[config.mk]
export PLATFORM = sky130hd
export DESIGN_NAME = voice_activity_state_machine
export DESIGN_NICKNAME = d
export VERILOG_FILES = /design/src/hw/rtl/vasm_pkg.sv /design/src/hw/rtl/vasm_cfg_regs.sv /design/src/hw/rtl/vasm_in_reg.sv /design/src/hw/rtl/vasm_core.sv /design/src/hw/rtl/vasm_out_reg.sv /design/src/hw/rtl/voice_activity_state_machine.sv
export SDC_FILE = /design/constraint.sdc
export NUM_CORES = 1
export LEC_CHECK = 0
export BUFFER_PORTS_ARGS = -buffer_cell sky130_fd_sc_hd__buf_2
export CAP_MARGIN = 5
export CORE_MARGIN = 5
export CORE_UTILIZATION = 32
export CTS_CLUSTER_SIZE = 8
export DETAILED_ROUTE_END_ITERATION = 6
export SYNTH_ARGS = -nofsm -noshare
export SYNTH_HDL_FRONTEND = slang
export SYNTH_HIERARCHICAL = 1
export SYNTH_SLANG_ARGS = --single-unit
[constraint.sdc]
create_clock -name clk -period 19.1 [get_ports clk]
set_clock_uncertainty 0.1 [all_clocks]
set_input_delay 0.955 -clock clk [delete_from_list [all_inputs] [get_ports clk]]
set_output_delay 0.955 -clock clk [all_outputs]
set_load 0.01 [all_outputs]
[src/hw/rtl/vasm_pkg.sv]
`default_nettype none

package vasm_pkg;

  // Internal widths of the identifier counter and the millisecond clock.
  localparam int ID_BITS   = 16;
  localparam int TIME_BITS = 32;

  // Fixed field widths.
  localparam int PROB_BITS     = 16;
  localparam int DWELL_BITS    = 16;
  localparam int MAX_UTT_BITS  = 20;
  localparam int NOW_BITS      = 32;
  localparam int OUT_ID_BITS   = 16;
  localparam int COUNT_BITS    = 16;
  localparam int CFG_IDX_BITS  = 3;
  localparam int CFG_DATA_BITS = 20;

  // Widths used for the dwell and utterance length compares.
  localparam int DWELL_CMP_BITS = (TIME_BITS > DWELL_BITS) ? TIME_BITS : DWELL_BITS;
  localparam int UTT_CMP_BITS   = (TIME_BITS > MAX_UTT_BITS) ? TIME_BITS : MAX_UTT_BITS;

  // Dwell tolerances subtracted from the minimum dwell settings.
  localparam logic [DWELL_BITS-1:0] SPEECH_TOL  = DWELL_BITS'(10);
  localparam logic [DWELL_BITS-1:0] SILENCE_TOL = DWELL_BITS'(50);

  // Configuration register indexes.
  localparam logic [CFG_IDX_BITS-1:0] CFG_SPEECH_THR  = CFG_IDX_BITS'(0);
  localparam logic [CFG_IDX_BITS-1:0] CFG_SILENCE_THR = CFG_IDX_BITS'(1);
  localparam logic [CFG_IDX_BITS-1:0] CFG_MIN_SPEECH  = CFG_IDX_BITS'(2);
  localparam logic [CFG_IDX_BITS-1:0] CFG_MIN_SILENCE = CFG_IDX_BITS'(3);
  localparam logic [CFG_IDX_BITS-1:0] CFG_MAX_UTT     = CFG_IDX_BITS'(4);

  // Action codes carried by an input transaction.
  localparam logic [1:0] ACT_SAMPLE    = 2'd0;
  localparam logic [1:0] ACT_FORCE_END = 2'd1;
  localparam logic [1:0] ACT_RESET     = 2'd2;

  typedef enum logic [1:0] {
    ST_IDLE     = 2'd0,
    ST_DETECTED = 2'd1,
    ST_SPEAKING = 2'd2,
    ST_PAUSE    = 2'd3
  } state_t;

  typedef struct packed {
    logic [PROB_BITS-1:0]    speech_thr;
    logic [PROB_BITS-1:0]    silence_thr;
    logic [DWELL_BITS-1:0]   min_speech;
    logic [DWELL_BITS-1:0]   min_silence;
    logic [MAX_UTT_BITS-1:0] max_utt;
  } cfg_t;

  typedef struct packed {
    logic [1:0]           action;
    logic [PROB_BITS-1:0] prob;
    logic [NOW_BITS-1:0]  now;
  } item_t;

  typedef struct packed {
    state_t                 vad_state;
    state_t                 previous_state;
    logic                   state_changed;
    logic [PROB_BITS-1:0]   event_confidence;
    logic [OUT_ID_BITS-1:0] active_utterance;
    logic                   utterance_ended;
    logic [OUT_ID_BITS-1:0] ended_utterance;
    logic [COUNT_BITS-1:0]  utterance_total;
  } result_t;

endpackage

`default_nettype wire

[src/hw/rtl/vasm_cfg_regs.sv]
`default_nettype none

module vasm_cfg_regs (
  input  wire logic                                 clk,
  input  wire logic                                 rst,
  input  wire logic                                 cfg_write,
  input  wire logic [vasm_pkg::CFG_IDX_BITS-1:0]    cfg_index,
  input  wire logic [vasm_pkg::CFG_DATA_BITS-1:0]   cfg_data,
  output vasm_pkg::cfg_t                            cfg
);
  import vasm_pkg::*;

  // Register file with the documented reset values; unknown indexes are dropped.
  always_ff @(posedge clk) begin
    if (rst) begin
      cfg.speech_thr  <= PROB_BITS'(32768);
      cfg.silence_thr <= PROB_BITS'(19661);
      cfg.min_speech  <= DWELL_BITS'(250);
      cfg.min_silence <= DWELL_BITS'(500);
      cfg.max_utt     <= MAX_UTT_BITS'(30000);
    end else if (cfg_write) begin
      unique case (cfg_index)
        CFG_SPEECH_THR:  cfg.speech_thr  <= cfg_data[PROB_BITS-1:0];
        CFG_SILENCE_THR: cfg.silence_thr <= cfg_data[PROB_BITS-1:0];
        CFG_MIN_SPEECH:  cfg.min_speech  <= cfg_data[DWELL_BITS-1:0];
        CFG_MIN_SILENCE: cfg.min_silence <= cfg_data[DWELL_BITS-1:0];
        CFG_MAX_UTT:     cfg.max_utt     <= cfg_data[MAX_UTT_BITS-1:0];
        default: ;
      endcase
    end
  end

endmodule

`default_nettype wire

[src/hw/rtl/vasm_in_reg.sv]
`default_nettype none

module vasm_in_reg (
  input  wire logic            clk,
  input  wire logic            rst,
  input  wire logic            in_valid,
  output logic                 in_ready,
  input  wire vasm_pkg::item_t item_in,
  input  wire logic            advance,
  output logic                 item_valid,
  output vasm_pkg::item_t      item
);
  import vasm_pkg::*;

  // The register takes a new transaction when empty or when its content moves on.
  assign in_ready = !item_valid || advance;

  always_ff @(posedge clk) begin
    if (rst) begin
      item_valid <= 1'b0;
    end else if (in_ready) begin
      item_valid <= in_valid;
    end
  end

  // Payload needs no reset.
  always_ff @(posedge clk) begin
    if (in_valid && in_ready) begin
      item <= item_in;
    end
  end

endmodule

`default_nettype wire

[src/hw/rtl/vasm_core.sv]
`default_nettype none

module vasm_core (
  input  wire logic            clk,
  input  wire logic            rst,
  input  wire vasm_pkg::cfg_t  cfg,
  input  wire vasm_pkg::item_t item,
  input  wire logic            advance,
  output vasm_pkg::result_t    result
);
  import vasm_pkg::*;

  state_t                 fsm_state;
  logic [ID_BITS-1:0]     active_id;
  logic [ID_BITS-1:0]     next_id;
  logic [TIME_BITS-1:0]   change_time;
  logic [TIME_BITS-1:0]   start_time;
  logic [COUNT_BITS-1:0]  closed_count;

  state_t                 target;
  logic                   event_hit;
  logic                   conf_sel;
  logic [TIME_BITS-1:0]   now;
  logic [TIME_BITS-1:0]   since_change;
  logic [TIME_BITS-1:0]   since_start;
  logic                   speech;
  logic                   silence;
  logic                   too_long;
  logic                   speech_dwell_ok;
  logic                   silence_dwell_ok;
  logic                   opening;
  logic                   closing;
  logic [ID_BITS-1:0]     id_inc;
  logic [ID_BITS-1:0]     active_id_next;
  logic [ID_BITS-1:0]     next_id_next;
  logic [TIME_BITS-1:0]   start_time_next;
  logic [COUNT_BITS-1:0]  closed_count_next;

  // Threshold and elapsed time checks on the current sample.
  assign now          = TIME_BITS'(item.now);
  assign since_change = now - change_time;
  assign since_start  = now - start_time;
  assign speech       = item.prob > cfg.speech_thr;
  assign silence      = item.prob < cfg.silence_thr;
  assign too_long     = UTT_CMP_BITS'(since_start) > UTT_CMP_BITS'(cfg.max_utt);

  // A setting below its tolerance gives a negative minimum, which always passes.
  assign speech_dwell_ok = (cfg.min_speech < SPEECH_TOL) ||
      (DWELL_CMP_BITS'(since_change) >= DWELL_CMP_BITS'(cfg.min_speech - SPEECH_TOL));
  assign silence_dwell_ok = (cfg.min_silence < SILENCE_TOL) ||
      (DWELL_CMP_BITS'(since_change) >= DWELL_CMP_BITS'(cfg.min_silence - SILENCE_TOL));

  // Next state and whether this transaction is a transition event.
  always_comb begin
    target    = fsm_state;
    event_hit = 1'b0;
    conf_sel  = 1'b0;
    unique case (item.action)
      ACT_SAMPLE: begin
        unique case (fsm_state)
          ST_IDLE: begin
            if (speech) target = ST_DETECTED;
          end
          ST_DETECTED: begin
            priority if (!speech && silence) target = ST_IDLE;
            else if (speech_dwell_ok)        target = ST_SPEAKING;
            else                             target = fsm_state;
          end
          ST_SPEAKING: begin
            priority if (too_long) target = ST_IDLE;
            else if (silence)      target = ST_PAUSE;
            else                   target = fsm_state;
          end
          ST_PAUSE: begin
            priority if (too_long)     target = ST_IDLE;
            else if (speech)           target = ST_SPEAKING;
            else if (silence_dwell_ok) target = ST_IDLE;
            else                       target = fsm_state;
          end
          default: ;
        endcase
        event_hit = (target != fsm_state);
        conf_sel  = event_hit;
      end
      ACT_FORCE_END: begin
        if (fsm_state == ST_SPEAKING || fsm_state == ST_PAUSE) begin
          target    = ST_IDLE;
          event_hit = 1'b1;
        end
      end
      ACT_RESET: begin
        target    = ST_IDLE;
        event_hit = 1'b1;
      end
      default: ;
    endcase
  end

  // Utterance bookkeeping that follows from the event.
  always_comb begin
    opening = event_hit && (target == ST_SPEAKING) && (active_id == '0);
    closing = event_hit && (target == ST_IDLE) && (active_id != '0) &&
              (fsm_state == ST_SPEAKING || fsm_state == ST_PAUSE);
    id_inc  = next_id + ID_BITS'(1);

    active_id_next    = active_id;
    next_id_next      = next_id;
    start_time_next   = start_time;
    closed_count_next = closed_count;
    if (opening) begin
      active_id_next  = next_id;
      next_id_next    = (id_inc == '0) ? ID_BITS'(1) : id_inc;
      start_time_next = now;
    end
    if (closing) begin
      active_id_next    = '0;
      closed_count_next = closed_count + COUNT_BITS'(1);
    end

    result.vad_state        = target;
    result.previous_state   = fsm_state;
    result.state_changed    = event_hit;
    result.event_confidence = conf_sel ? item.prob : '0;
    result.active_utterance = OUT_ID_BITS'(active_id_next);
    result.utterance_ended  = closing;
    result.ended_utterance  = closing ? OUT_ID_BITS'(active_id) : '0;
    result.utterance_total  = closed_count_next;
  end

  // State registers advance once per processed transaction.
  always_ff @(posedge clk) begin
    if (rst) begin
      fsm_state    <= ST_IDLE;
      active_id    <= '0;
      next_id      <= ID_BITS'(1);
      change_time  <= '0;
      start_time   <= '0;
      closed_count <= '0;
    end else if (advance) begin
      fsm_state    <= target;
      active_id    <= active_id_next;
      next_id      <= next_id_next;
      start_time   <= start_time_next;
      closed_count <= closed_count_next;
      if (event_hit) begin
        change_time <= now;
      end
    end
  end

endmodule

`default_nettype wire

[src/hw/rtl/vasm_out_reg.sv]
`default_nettype none

module vasm_out_reg (
  input  wire logic              clk,
  input  wire logic              rst,
  input  wire logic              item_valid,
  output logic                   advance,
  input  wire vasm_pkg::result_t result_in,
  output logic                   out_valid,
  input  wire logic              out_ready,
  output vasm_pkg::result_t      result
);
  import vasm_pkg::*;

  // A result moves in when the register is empty or is being drained this cycle.
  assign advance = item_valid && (!out_valid || out_ready);

  always_ff @(posedge clk) begin
    if (rst) begin
      out_valid <= 1'b0;
    end else if (advance) begin
      out_valid <= 1'b1;
    end else if (out_ready) begin
      out_valid <= 1'b0;
    end
  end

  always_ff @(posedge clk) begin
    if (advance) begin
      result <= result_in;
    end
  end

endmodule

`default_nettype wire

[src/hw/rtl/voice_activity_state_machine.sv]
// Voice activity tracker: one result transaction per input transaction.
// The input and result registers decouple the two sides; each input passes through both in turn.
// Throughput: one transaction per cycle unless the receiver stalls the result register.
// Reset (synchronous, active high): state idle, no utterance, next identifier one,
// times and count zero, configuration back to its defaults, both channels empty.
`default_nettype none

module voice_activity_state_machine (
  input  wire logic                                clk,
  input  wire logic                                rst,
  input  wire logic                                cfg_write,
  input  wire logic [vasm_pkg::CFG_IDX_BITS-1:0]   cfg_index,
  input  wire logic [vasm_pkg::CFG_DATA_BITS-1:0]  cfg_data,
  input  wire logic                                in_valid,
  output logic                                     in_ready,
  input  wire logic [1:0]                          action,
  input  wire logic [vasm_pkg::PROB_BITS-1:0]      speech_probability,
  input  wire logic [vasm_pkg::NOW_BITS-1:0]       now_ms,
  output logic                                     out_valid,
  input  wire logic                                out_ready,
  output logic [1:0]                               vad_state,
  output logic [1:0]                               previous_state,
  output logic                                     state_changed,
  output logic [vasm_pkg::PROB_BITS-1:0]           event_confidence,
  output logic [vasm_pkg::OUT_ID_BITS-1:0]         active_utterance,
  output logic                                     utterance_ended,
  output logic [vasm_pkg::OUT_ID_BITS-1:0]         ended_utterance,
  output logic [vasm_pkg::COUNT_BITS-1:0]          utterance_total
);
  import vasm_pkg::*;

  cfg_t    cfg;
  item_t   item_in;
  item_t   item;
  logic    item_valid;
  logic    advance;
  result_t core_result;
  result_t result;

  assign item_in.action = action;
  assign item_in.prob   = speech_probability;
  assign item_in.now    = now_ms;

  vasm_cfg_regs u_cfg (
    .clk       (clk),
    .rst       (rst),
    .cfg_write (cfg_write),
    .cfg_index (cfg_index),
    .cfg_data  (cfg_data),
    .cfg       (cfg)
  );

  vasm_in_reg u_in (
    .clk        (clk),
    .rst        (rst),
    .in_valid   (in_valid),
    .in_ready   (in_ready),
    .item_in    (item_in),
    .advance    (advance),
    .item_valid (item_valid),
    .item       (item)
  );

  vasm_core u_core (
    .clk     (clk),
    .rst     (rst),
    .cfg     (cfg),
    .item    (item),
    .advance (advance),
    .result  (core_result)
  );

  vasm_out_reg u_out (
    .clk        (clk),
    .rst        (rst),
    .item_valid (item_valid),
    .advance    (advance),
    .result_in  (core_result),
    .out_valid  (out_valid),
    .out_ready  (out_ready),
    .result     (result)
  );

  // Unpack the registered result onto the output fields.
  assign vad_state        = result.vad_state;
  assign previous_state   = result.previous_state;
  assign state_changed    = result.state_changed;
  assign event_confidence = result.event_confidence;
  assign active_utterance = result.active_utterance;
  assign utterance_ended  = result.utterance_ended;
  assign ended_utterance  = result.ended_utterance;
  assign utterance_total  = result.utterance_total;

endmodule

`default_nettype wire

======== Yosys cells after proc, flatten, opt, wreduce, memory -nomap -nowiden ========
Cells that the tools add are included.
operators by class
  $lt $le $gt $ge ......................... 7
  $add $sub $neg .......................... 6
  equal/unequal tests ..................... 11
  reduce and logical (&&, ||, !) cells .... 31
  muxes and demuxes ....................... 21
operators with widths
  operator               count
  $ge 32x32->1           2
  $mux 16                4
  $sub 32x32->32         2
  $add 16x1->16 const B  2
  $gt 32x20->1           1
  $logic_not 16->1       2
  $mux 2                 10
  $sub 16x4->17 const B  1
  $sub 16x6->17 const B  1
  $gt 16x16->1           1
  $lt 16x16->1           1
  $lt 16x4->1 const B    1
  $lt 16x6->1 const B    1
  $reduce_bool 16->1     1
  $reduce_and 2->1       7
  $eq 2x2->1 const B     4
  $logic_and 1x1->1      8
  $pmux 2 s4             1
  $eq 3x2->1 const B     2
  $logic_not 2->1        3
  $pmux 2 s3             1
  $logic_or 1x1->1       5
  $eq 2x1->1 const B     2
  $mux 1                 4
  7 further kinds        9
word-level totals
  bits of input ports ..................... 78
  output and inout port bits .............. 72
  logic and storage cells ................. 100
  bits in registers ....................... 320

======== Depth between registers and ports, before layout ========
  depth in word-level cells ............... 14
  gate-level depth with buffers ........... 32
  depth with buffers taken out ............ 29

======== Hierarchy ========
Netlist, hierarchy kept.
by module, submodules not included
  module         cells an instance  times used  seq. area each (um^2)  area each (um^2)
  vasm_core      1,662              1           2,282.2                12,663.4
  vasm_cfg_regs  319                1           1,681.6                3,377.0
  vasm_out_reg   75                 1           2,122.0                2,157.1
  vasm_in_reg    55                 1           1,521.5                1,556.5

======== Worst setup path after synthesis ========
OpenSTA, ideal clock, no wires.
  kind .................................... register -> register
  from .................................... register u_in/item[0] (netlist name)
  to ...................................... register u_out/result[65] (netlist name)
  period minus slack after synthesis ...... 6.443 ns
  path buffers ............................ 3
  path slack .............................. 12.657 ns
  stages on the path, launching flop included .. 31
  data required time ...................... 18.749 ns
  arrival ................................. 6.091 ns
  setup time .............................. 0.251 ns
  cells stage by stage .................... edfxtp_1 > inv_1 > ha_1 > inv_1 > fa_1 > a211o_1 > a21boi_0 > o21ai_0 > a41oi_1 > o21ai_0 > a31oi_1 > a21oi_1 > a41o_1 > o41a_1 > a21o_1 > a21oi_1 > xnor2_1 > ha_1 > a21o_1 > a221o_1 > nor3_1 > a31o_2 > nand2_1 > or4_1 > a21o_1 > nor2_4 > nand2b_1 > buf_4 > buf_6 > inv_1 > buf_4
between the ends
  word-level cells in the longest chain between the ends .. 10
  elaborated cells between the ends (all ways) .. 17
  those cells by class .................... 2 x add/sub; 3 x order compare; 1 x eq/ne; 9 x mux; 2 x reduce/logical
ends and longest elaborated chain
  element               RTL line         source
  $sub 32x32->32        vasm_core.sv:41  assign since_change = now - change_time;
  $ge 32x32->1          vasm_core.sv:51  (DWELL_CMP_BITS'(since_change) >= DWELL_CMP_BITS'(cfg.min_silence - SILENCE_TOL));
  $logic_or 1x1->1      vasm_core.sv:50  assign silence_dwell_ok = (cfg.min_silence < SILENCE_TOL) ||
  $mux 2                vasm_core.sv:77  else if (silence_dwell_ok) target = ST_IDLE;
  $mux 2                vasm_core.sv:76  else if (speech) target = ST_SPEAKING;
  $mux 2                vasm_core.sv:75  priority if (too_long) target = ST_IDLE;
  $pmux 2 s4 *          vasm_core.sv:60  unique case (fsm_state)
  $mux 2 *              vasm_core.sv:58  unique case (item.action)
  $ne 2x2->1 *          vasm_core.sv:82  event_hit = (target != fsm_state);
  $pmux 1 s3 *          vasm_core.sv:58
  via u_core.event_hit  vasm_core.sv:21  logic event_hit;
Mark *: on every way through the listed nets, which the timed path passes. The rest lies on a longest branch. The select of a mux whose other input is x is not followed.
A chain may end at the register's enable or synchronous reset.

======== Final worst setup path ========
  from .................................... register u_in/item[0] (netlist name)
  to ...................................... register u_core.change_time[0]
between the ends
  word-level cells in the longest chain between the ends .. 11
  elaborated cells between the ends (all ways) .. 18
  those cells by class .................... 2 x add/sub; 3 x order compare; 1 x eq/ne; 9 x mux; 3 x reduce/logical
ends and longest elaborated chain
  element                     RTL line          source
  $sub 32x32->32              vasm_core.sv:41
  $ge 32x32->1                vasm_core.sv:51
  $logic_or 1x1->1            vasm_core.sv:50
  $mux 2                      vasm_core.sv:77
  $mux 2                      vasm_core.sv:76
  $mux 2                      vasm_core.sv:75
  $pmux 2 s4                  vasm_core.sv:60
  $mux 2                      vasm_core.sv:58
  $ne 2x2->1                  vasm_core.sv:82
  $pmux 1 s3                  vasm_core.sv:58
  $reduce_and 2->1 (no line)  n/a
  end signal: assignment      vasm_core.sv:146  change_time <= now;
  end: declaration            vasm_core.sv:16   logic [TIME_BITS-1:0] change_time;
Several ways; a longest one is shown, not always the timed one. The select of a mux whose other input is x is not followed.

==> impl_metrics.json <==
{
  "outcome": "finished, final reports clean",
  "finalSetupViolCount": 0,
  "yosys.area.top_type": "dfxtp_1",
  "synth.area.top_cells": "dfxtp_1 (20%), edfxtp_1 (18%), ha_1 (11%), mux2i_1 (6.1%), a21oi_1 (3.4%)",
  "powerDensity_nw_per_um2": 82.0,
  "cts-buffers-inserted": 47,
  "setup_tns_ps": 0,
  "grt_pass1_wl_um": 85900,
  "drtAntennaViolNets": 0,
  "synth_cells": 2111,
  "path_clk_slew_ps": 60,
  "holdBufCountCts": 0,
  "syn_nets": 2372,
  "ys.flop_type": "dfxtp_1",
  "ys_seq_elements": 320,
  "drt-initial-drc-count": 1068,
  "netlist-cell-type-count": 89,
  "initial_core_util_pct": 32.2,
  "synth.yosys.warnings": 6,
  "grt_max_degree": 148,
  "die_area_um2": 66800,
  "h-tree-depth": 2,
  "nFillCells": 6070,
  "arrival_ps": 8850,
  "ir_worst_vdd_uv": 58.8,
  "min_period_ps": 8520,
  "clkSinkCount": 320,
  "required_ps": 19430,
  "antenna_found_initial": 2,
  "p_leak_uw": 0.00886,
  "rsz0062_at_grt": "false",
  "synthesis.area_um2": 19800,
  "pwr-share-seq_pct": 40.7,
  "period_share_pct": 44.6,
  "r2r_cells": 27,
  "drv_slew": 0,
  "finalPower_uw": 1840,
  "slowest_stage": "o21ai_4",
  "timing.max_cap.violations": 0,
  "die_w_um": 258,
  "fmax_ghz": 0.117,
  "hp-start": "u_cfg/cfg[65]",
  "gp_congestion": 0.903,
  "io-pin-count": 150,
  "drive_gt1_share_pct": 11.4,
  "startpoint_type": "flop",
  "tightest_slew_ps": 1150,
  "drcViolationCount": 0,
  "p_clk_share_pct": 42.8,
  "dr.pass1.iters": 5,
  "comb_power_share_pct": 16.5,
  "reg2reg_slack_ps": 10580,
  "rows": 91,
  "core_area_um2": 61400,
  "yosys-top-cells-count": "dfxtp_1 (200), ha_1 (181), nor2_1 (176), inv_1 (147), a21oi_1 (134)",
  "vias": 15948,
  "cp-end-kind": "flop",
  "grt_pass1_vias": 15443,
  "dp_hpwl_um": 40800,
  "synthArstFlopShare_pct": 0,
  "root_buffer": "clkbuf_16",
  "min_path_type": "reg2reg",
  "chipHeight_um": 258,
  "wire_per_inst_um": 18.0,
  "postCtsSetupRepairBufs": 0,
  "via_per_inst": 5.24,
  "r2r_end": "u_core/change_time[0]",
  "yosysMostFrequentCell": "dfxtp_1",
  "crit_top_cell": "o21ai_0",
  "cts_resized": 0,
  "worst_r2r_startpoint": "u_in/item[0]",
  "port_buffers": 149,
  "synth_edf_count": 120,
  "layout.nets": 2478,
  "crit_fanout": 54,
  "overflow": 0,
  "regArea_um2": 7610,
  "crit_type": "reg2reg",
  "syn_to_final_growth_pct": 14.0,
  "synth_top_cell_area_share_pct": 20.3,
  "cts_tree": "done",
  "min_path_cells": 2,
  "worst_slew_margin_rel_pct": 23.6,
  "postSynthAreaPerCell_um2": 9.36,
  "dp_slack_ps": 10620,
  "worstHoldEndpoint": "u_cfg/cfg[65]",
  "slowest_delay_ps": 820,
  "yosysSeqAreaShare_pct": 38.5,
  "p_sw_share_pct": 28.0,
  "grt_usage_pct": 15.8,
  "layout_setup_ws_ps": 10580,
  "p_sw_uw": 516,
  "ctsLongestPathBuffers": 3,
  "hold_violations": 0,
  "routed_wl_um": 54600,
  "p_int_uw": 1330,
  "multi_input_area_um2": 11100,
  "clock_latency_ps": 600
}
[layout make-up]
cell class              count  area share [%]
clock buffers              76            5.75
flip-flops and latches    320            33.8
multi-input cells        1543            49.4
diodes                      2          0.0222
clock inverters             6           0.517
repair buffers            157            3.61
inverters                 148            2.47
well taps                 790            4.39
[power groups by stage]
stage                     combinational [uW]  clock, uW  sequential [uW]
after floorplan                          205          0              764
after global placement                   291          0              764
after detailed placement                 301          0              765
after CTS                                302        818              751
after global routing                     338        845              754
final                                    304        790              751
[stage by stage]
stage	cell area, um^2	utilization [%]	hold slack [ps]	std cells
2_1_floorplan	19800	-	306	2111
3_3_place_gp	21100	34.4	356	2958
3_5_place_dp	21100	34.4	364	2958
4_1_cts	22500	36.7	371	3040
5_1_grt	22500	36.7	392	3041
6_report	22500	36.7	373	3042
[worst max path at each step]
stage	start	endpoint	depth (start not counted)
after detailed placement	u_in/item[0]	u_core/change_time[0]	27
final	u_in/item[0]	u_core/change_time[0]	27
after global placement	u_in/item[0]	u_core/closed_count[1]	27
after CTS	u_in/item[0]	u_core/change_time[13]	27
after global routing	u_in/item[0]	u_core/change_time[16]	27
after floorplan	u_in/item[0]	u_out/result[65]	30
[sequential cells by signal, indices dropped and copies added (netlist names)]
| register | count |
|---|---|
| u_out/result | 70 |
| u_in/item | 50 |
| u_core/change_time | 32 |
| u_core/fsm_state | 2 |
| u_out/out_valid | 1 |
| u_in/item_valid | 1 |
| u_core/closed_count | 16 |
| u_cfg/cfg | 84 |
| u_core/next_id | 16 |
| u_core/start_time | 32 |
| u_core/active_id | 16 |
[cell families (layout without fill, tap and decap cells)]
group,Yosys count,in the layout,share of synthesized area (%)
other cells,0,2,0
simple gates,697,697,18.7
compound gates,431,431,14.7
buf+inv,248,387,5.30
flops,320,320,38.5
mux,125,125,6.37
fa+ha+maj,183,183,11.7
xor+xnor,107,107,4.74
[cells in the final DEF (no fill, tap or decap), types with 10 or more instances in the layout]
cell / count
or4_1: 18
a211oi_1: 10
o41ai_2: 10
inv_1: 147
o21bai_1: 11
nand3_1: 65
a21oi_1: 134
xor2_1: 40
or3_1: 11
o31ai_1: 12
o21ai_0: 82
a22o_1: 17
clkbuf_1: 28
buf_2: 148
nor3_1: 41
nand3b_1: 21
a21boi_0: 10
a21o_1: 40
dfxtp_1: 200
mux2i_1: 120
a31oi_1: 18
nand2_1: 106
ha_1: 181
o21a_1: 16
and2_1: 42
nor4_1: 19
clkbuf_16: 47
xnor2_1: 67
nor2b_1: 16
edfxtp_1: 120
o211ai_1: 12
and3_1: 18
nand4_1: 38
nor2_1: 176
nand2b_1: 88
[routing by layer]
| metal | GRT usage [%] | vias to the layer above | share of wire (%) |
|---|---|---|---|
| met5 | 0 | - | 0 |
| met4 | 5.80 | 0 | 3.7 |
| met3 | 2.67 | 103 | 5.5 |
| li1 | - | 7786 | - |
| met1 | 21.6 | 7635 | 46 |
| met2 | 25.2 | 424 | 45 |
[worst max-delay path, delay by kind of cell, from the launching register on]
family	cells	cell delay (ps)
muxes	1	270
xor gates and xnor gates	1	200
and+or+nand+nor	3	910
DFF	1	400
AOI/OAI and AO/OA	16	4620
adders and majority gates	3	940
buffers and inverters	3	830
Note: power is estimated with default switching activity, not from simulation.
